**config.mk**
```make
export PLATFORM = sky130hd
export DESIGN_NAME = sidset_front_flat
export DESIGN_NICKNAME = d
export VERILOG_FILES = /design/src/sidset_pkg.sv /design/src/sidset_if.sv /design/src/sidset_front.sv /design/src/flat_wrapper.sv
export SDC_FILE = /design/constraint.sdc
export NUM_CORES = 1
export LEC_CHECK = 0
export ABC_AREA = 1
export ABC_CLOCK_PERIOD_IN_PS = 6400
export BUFFER_PORTS_ARGS = -buffer_cell sky130_fd_sc_hd__buf_2
export CAP_MARGIN = 20
export CORE_MARGIN = 2
export CORE_UTILIZATION = 40
export DETAILED_ROUTE_END_ITERATION = 10
export PLACE_DENSITY = 0.72
export SLEW_MARGIN = 10
export SYNTH_ARGS = -nofsm -noshare
export SYNTH_HDL_FRONTEND = slang
export SYNTH_SLANG_ARGS = --single-unit
```
**constraint.sdc**
```tcl
create_clock -name clk -period 6.4 [get_ports clk]
set_input_delay 0 -clock clk [delete_from_list [all_inputs] [get_ports clk]]
set_output_delay 0 -clock clk [all_outputs]
set_load 0.02 [all_outputs]
```
**src/sidset_pkg.sv**
```systemverilog
// Shared types and field widths for the sorted ID set unit.
`timescale 1ns / 1ps
package sidset_pkg;

  localparam int OPC_W      = 3;
  localparam int ID_FIELD_W = 32;
  localparam int IDX_W      = 10;
  localparam int SIZE_W     = 11;

  typedef enum logic [OPC_W-1:0] {
    OPC_APPEND = 3'd0,
    OPC_CLEAR  = 3'd1,
    OPC_ISECT  = 3'd2,
    OPC_UNION  = 3'd3,
    OPC_READ   = 3'd4
  } opcode_t;

  typedef enum logic [2:0] {
    CMD_APPEND,
    CMD_CLEAR,
    CMD_READ,
    CMD_ISECT_EL,
    CMD_UNION_EL,
    CMD_ISECT_EMPTY,
    CMD_UNION_EMPTY
  } cmd_kind_t;

  typedef struct packed {
    cmd_kind_t              kind;
    logic [ID_FIELD_W-1:0]  id;
    logic [IDX_W-1:0]       ridx;
    logic                   last;
  } cmd_t;

endpackage

```
**src/sidset_if.sv**
```systemverilog
// Request and result channel interfaces for the sorted ID set unit.
`timescale 1ns / 1ps
interface sidset_in_if;
  import sidset_pkg::*;
  logic                  valid;
  logic                  ready;
  logic [OPC_W-1:0]      opcode;
  logic [ID_FIELD_W-1:0] id_value;
  logic [IDX_W-1:0]      read_index;
  logic                  operand_last;
  logic                  operand_empty;
  modport source (output valid, opcode, id_value, read_index, operand_last,
                  operand_empty, input ready);
  modport sink (input valid, opcode, id_value, read_index, operand_last,
                operand_empty, output ready);
endinterface


```
**src/sidset_front.sv**
```systemverilog
// Front end: decodes requests into commands and queues them for the back end.
`timescale 1ns / 1ps
module sidset_front import sidset_pkg::*; (
  input  logic        clk,
  input  logic        rst,
  sidset_in_if.sink   in_ch,
  output logic        cmd_valid,
  output cmd_t        cmd,
  input  logic        cmd_pop
);

  cmd_t        q [2];
  logic        wr_ptr;
  logic        rd_ptr;
  logic [1:0]  fill;
  logic        known;
  logic        push;
  cmd_t        dec;

  always_comb begin
    known    = 1'b1;
    dec.id   = in_ch.id_value;
    dec.ridx = in_ch.read_index;
    dec.last = in_ch.operand_last;
    dec.kind = CMD_CLEAR;
    unique case (in_ch.opcode)
      OPC_APPEND: dec.kind = CMD_APPEND;
      OPC_CLEAR:  dec.kind = CMD_CLEAR;
      OPC_READ:   dec.kind = CMD_READ;
      OPC_ISECT:  dec.kind = in_ch.operand_empty ? CMD_ISECT_EMPTY : CMD_ISECT_EL;
      OPC_UNION:  dec.kind = in_ch.operand_empty ? CMD_UNION_EMPTY : CMD_UNION_EL;
      default:    known = 1'b0;
    endcase
  end

  assign in_ch.ready = (fill != 2'd2);
  assign push        = in_ch.valid && in_ch.ready && known;
  assign cmd_valid   = (fill != 2'd0);
  assign cmd         = q[rd_ptr];

  always_ff @(posedge clk) begin
    if (push) begin
      q[wr_ptr] <= dec;
    end
    if (rst) begin
      wr_ptr <= 1'b0;
      rd_ptr <= 1'b0;
      fill   <= 2'd0;
    end else begin
      if (push) begin
        wr_ptr <= ~wr_ptr;
      end
      if (cmd_pop) begin
        rd_ptr <= ~rd_ptr;
      end
      fill <= fill + 2'(push) - 2'(cmd_pop);
    end
  end

endmodule

```
**src/flat_wrapper.sv**
```systemverilog
// flat-port wrapper written by rule: the top's interface ports become plain ports
module sidset_front_flat import sidset_pkg::*;
  (clk, rst, cmd_valid, cmd, cmd_pop, in_ch_valid, in_ch_opcode, in_ch_id_value, in_ch_read_index, in_ch_operand_last, in_ch_operand_empty, in_ch_ready);
  sidset_in_if in_ch_i ();
  input  logic clk;
  input  logic rst;
  output logic cmd_valid;
  output cmd_t cmd;
  input  logic cmd_pop;
  input wire logic [$bits(in_ch_i.valid)-1:0] in_ch_valid;
  input wire logic [$bits(in_ch_i.opcode)-1:0] in_ch_opcode;
  input wire logic [$bits(in_ch_i.id_value)-1:0] in_ch_id_value;
  input wire logic [$bits(in_ch_i.read_index)-1:0] in_ch_read_index;
  input wire logic [$bits(in_ch_i.operand_last)-1:0] in_ch_operand_last;
  input wire logic [$bits(in_ch_i.operand_empty)-1:0] in_ch_operand_empty;
  output wire logic [$bits(in_ch_i.ready)-1:0] in_ch_ready;
  assign in_ch_i.valid = in_ch_valid;
  assign in_ch_i.opcode = in_ch_opcode;
  assign in_ch_i.id_value = in_ch_id_value;
  assign in_ch_i.read_index = in_ch_read_index;
  assign in_ch_i.operand_last = in_ch_operand_last;
  assign in_ch_i.operand_empty = in_ch_operand_empty;
  assign in_ch_ready = in_ch_i.ready;
  sidset_front u_core (.clk(clk), .rst(rst), .in_ch(in_ch_i), .cmd_valid(cmd_valid), .cmd(cmd), .cmd_pop(cmd_pop));
endmodule
```
==> impl_summary.txt <==
----------------------------------------------------
[Yosys]
  Number of register bits inferred by synthesis ... 97
  Share of the synthesized area in the top cell type ... 0.723
  Avg Synthesized Cell Area ... 20.3 µm²
  Post-synthesis sequential area ratio ... 0.749
  Number of enable flip-flop cells after synthesis ... 92
  Biggest area consumer among synthesized cells ... edfxtp_1
  Dominant synthesized flop cell ... edfxtp_1
  Synth area leaders ... edfxtp_1 (72%), mux2_4 (16%), dfxtp_1 (2.6%), buf_12 (2.1%), mux2_2 (1.8%)
  Synthesized area ... roughly 3800 µm²
  Top-count cell post-synth ... edfxtp_1
  Warning count from the yosys run ... 0
  Most numerous cell types in the synthesized netlist ... edfxtp_1 (92), mux2_4 (40), nand2_1 (10), nor2_1 (10), inv_1 (7)
  Async set-reset flop share out of synthesis ... 0
  Post-synth cell types ... 19
  Post-synthesis instance total ... 188
  Synthesized netlist net count ... about 240

[STA]
  Tightest slew margin relative to the limit ... 0.320
  Number of hold-slack violations in the final timing report ... 0
  Unrepaired setup endpoints after global routing ... false
  Setup_tns ... 0 ns
  Final cycle utilization of the critical path ... 0.342
  Worst Tran Pin Value ... 1.02 ns
  Worst setup skew after layout ... a little under 0.01 ns
  Fmax ... 0.457 GHz
  Final Worst Setup Slack ... 4.21 ns
  Final Setup Violations ... 0
  Max Transition Viols Final ... 0
  Minimum clock period after layout ... 2.19 ns

[Clock tree]
  Total clock buffers created by CTS ... 9
  Post_cts resized ... 0
  Clock Sinks ... 97
  Clock-pin slew on the worst setup and hold paths ... 0.09 ns
  Clock tree from TritonCTS ... done
  Maximum buffer depth of the clock tree ... 2
  Root Driver ... clkbuf_8
  Clock H-tree levels ... 3
  Clock latency on the worst-skew pair ... 0.34 ns

[Setup path]
  Family with the most delay on the worst path ... buffers and inverters
  Path length in cells of the critical path ... 3
  Biggest fanout along the worst timing path ... 30
  Startpoint class of the critical path ... flop
  Required @ worst endpoint ... 6.40 ns
  Worst flop-to-flop path startpoint ... u_core.fill[0]
  WP data arrival ... 2.19 ns
  R2r endpoint ... u_core.q[1][12]
  R2R Setup Slk ... 4.59 ns
  Critical setup path kind ... flop to output pin
  Worst R2R Path Depth ... 4
  Critical Path Sink Type ... output pin
  Standard cell with the maximum stage delay on the critical path ... dfxtp_2
  Cells traversed along the worst timing path ... buf_4 > mux2_2 > buf_2
  Delay of the slowest cell on the worst path ... slightly below 0.7 ns
  Buffers & Inverters on Critical Path ... 2
  Capturing element of the worst setup path ... cmd[45]

[Routing]
  Total wire length after detailed routing ... 6340 µm
  First-pass DRT Iterations ... 4
  Via total after detailed routing ... between 2,000 and 2,500
  ANT nets after route ... 0
  Initial drt markers ... just under 60
  Routed via count divided by cell count ... 4.37
  Number of remaining DRC errors ... 0
  Average detailed-routed wire length per instance ... between 10 and 15 µm

[Run]
  Maximum Capacitance Violations ... 0

[Place]
  Final HPWL from detailed placement ... 3950 µm
  Port bufs ... between 90 and 100
  Weighted congestion at the end of routability-driven global placement ... 0.678
  Pre-CTS WS ... approximately 4.6 ns
  Cell area reported after detailed placement ... between 4000 and 5000 µm²

[Power and ir drop]
  Leakage ... 0.00201 µW
  Worst vdd ir ... about 140 µV
  Power Dens Cells ... between 200 and 300 nW/µm²

[Worst hold path]
  Hold Path Class ... input pin to flop
  Number of instances on the worst hold path ... 3

[Floorplan]
  Overall die area ... 10,400 µm²
  Site Rows ... 35
  Horizontal die dimension ... 102 µm
  Number of top-level pins ... 99
  Effective utilization at floorplan ... 0.414
  Core area ... between 9000 and 10,000 µm²
  Die H ... 102 µm

[Global routing]
  Maximum number of pins on one net before global-route repair ... 47
  GRT Total Usage ... 0.125
  Via count of the first global-routing pass ... 2,077
  Total global routing overflow ... 0
  Global-route wire length before repair ... 9590 µm
  Antenna violations before repair ... 0

[Finish]
  Post-layout instance area ... 5050 µm²
  Area added between synthesis and finish ... 32.2%
  Share of final-layout standard cells stronger than drive strength 1 ... 0.475
  Number of nets in the layout ... 393
  Antenna cell count ... 0
  Number of filler cells placed in the layout ... 752

[Outcome]
  Run status ... finished clean

----------------------------------------------------
[routing by layer]
metal  global-route usage  share of wire
met3               0.0380          0.055
met5                    0              0
met1                0.141           0.42
met4               0.0561          0.014
met2                0.218           0.51
[worst register-to-register path, cell delays in order, from the launching register on]
cell and delay (ns):
dfxtp_1 0.33, inv_1 0.07, a21oi_1 0.14, nand3_1 0.12, inv_2 0.76
[layout by cell type (no fill, tap or decap), types with 2 or more instances in the layout]
cell type       n
ha_1            2
dfxtp_1         4
nor2_1         10
buf_2          98
clkinvlp_4      2
xor2_1          2
mux2_2          6
clkbuf_8        9
edfxtp_1       92
inv_1           6
clkbuf_1        3
or2_2           2
buf_4           2
nand2_1        10
dlygate4sd3_1  46
mux2_4         40
[flip-flops by register name (all words and copies together), names as in the netlist, named ones only]
signal         cells
u_core.q          92
u_core.fill        2
u_core.rd_ptr      1
u_core.wr_ptr      1
[metrics by stage]
step,utilization,power (µW),hold slack (ns),std cells
after floorplan,-,924,0.0712,188
after global placement,0.477,978,0.189,412
after detailed placement,0.477,983,0.192,412
after CTS,0.547,1380,0.0240,474
after global routing,0.547,1420,0.0264,474
final,0.547,1370,0.0481,474
[final cells by class]
type / instances / area (µm²) / area share
sequential: 97 / 2860 / 0.567
timing repair buffer: 146 / 966 / 0.191
multi-input combinational: 79 / 846 / 0.167
tap: 129 / 161 / 0.0319
clock buffer: 12 / 135 / 0.0267
clock inverter: 4 / 53.8 / 0.0106
inverter: 7 / 26.3 / 0.00520
[repair_timing]
item / CTS / global route
endpoints found under the hold margin: 91 / 0
buffers inserted: 0 / 0
hold buffers: 46 / 0
[cells by family after synthesis]
logic type | count (synthesis) | synth area share
DFF | 97 | 0.749
muxes | 46 | 0.175
and+or+nand+nor | 24 | 0.0255
buffers and inverters | 12 | 0.0308
AOI/OAI and AO/OA | 4 | 0.00622
xor gates and xnor gates | 3 | 0.00688
adders and majority gates | 2 | 0.00655
[worst min-delay path by stage]
stage	from	slack, ns	to
after global routing	in_ch_operand_empty	0.03	u_core.q[1][45]
final	in_ch_operand_empty	0.05	u_core.q[1][45]
after floorplan	rst	0.07	u_core.fill[0]
after detailed placement	in_ch_id_value[13]	0.19	u_core.q[0][24]
after CTS	in_ch_operand_empty	0.02	u_core.q[1][45]
after global placement	in_ch_id_value[27]	0.19	u_core.q[0][38]
[report_power, final]
part           switching [µW]  internal [µW]
sequential               15.8            739
combinational             120            112
clock                     197            182
(Power assumes the default switching activity.)
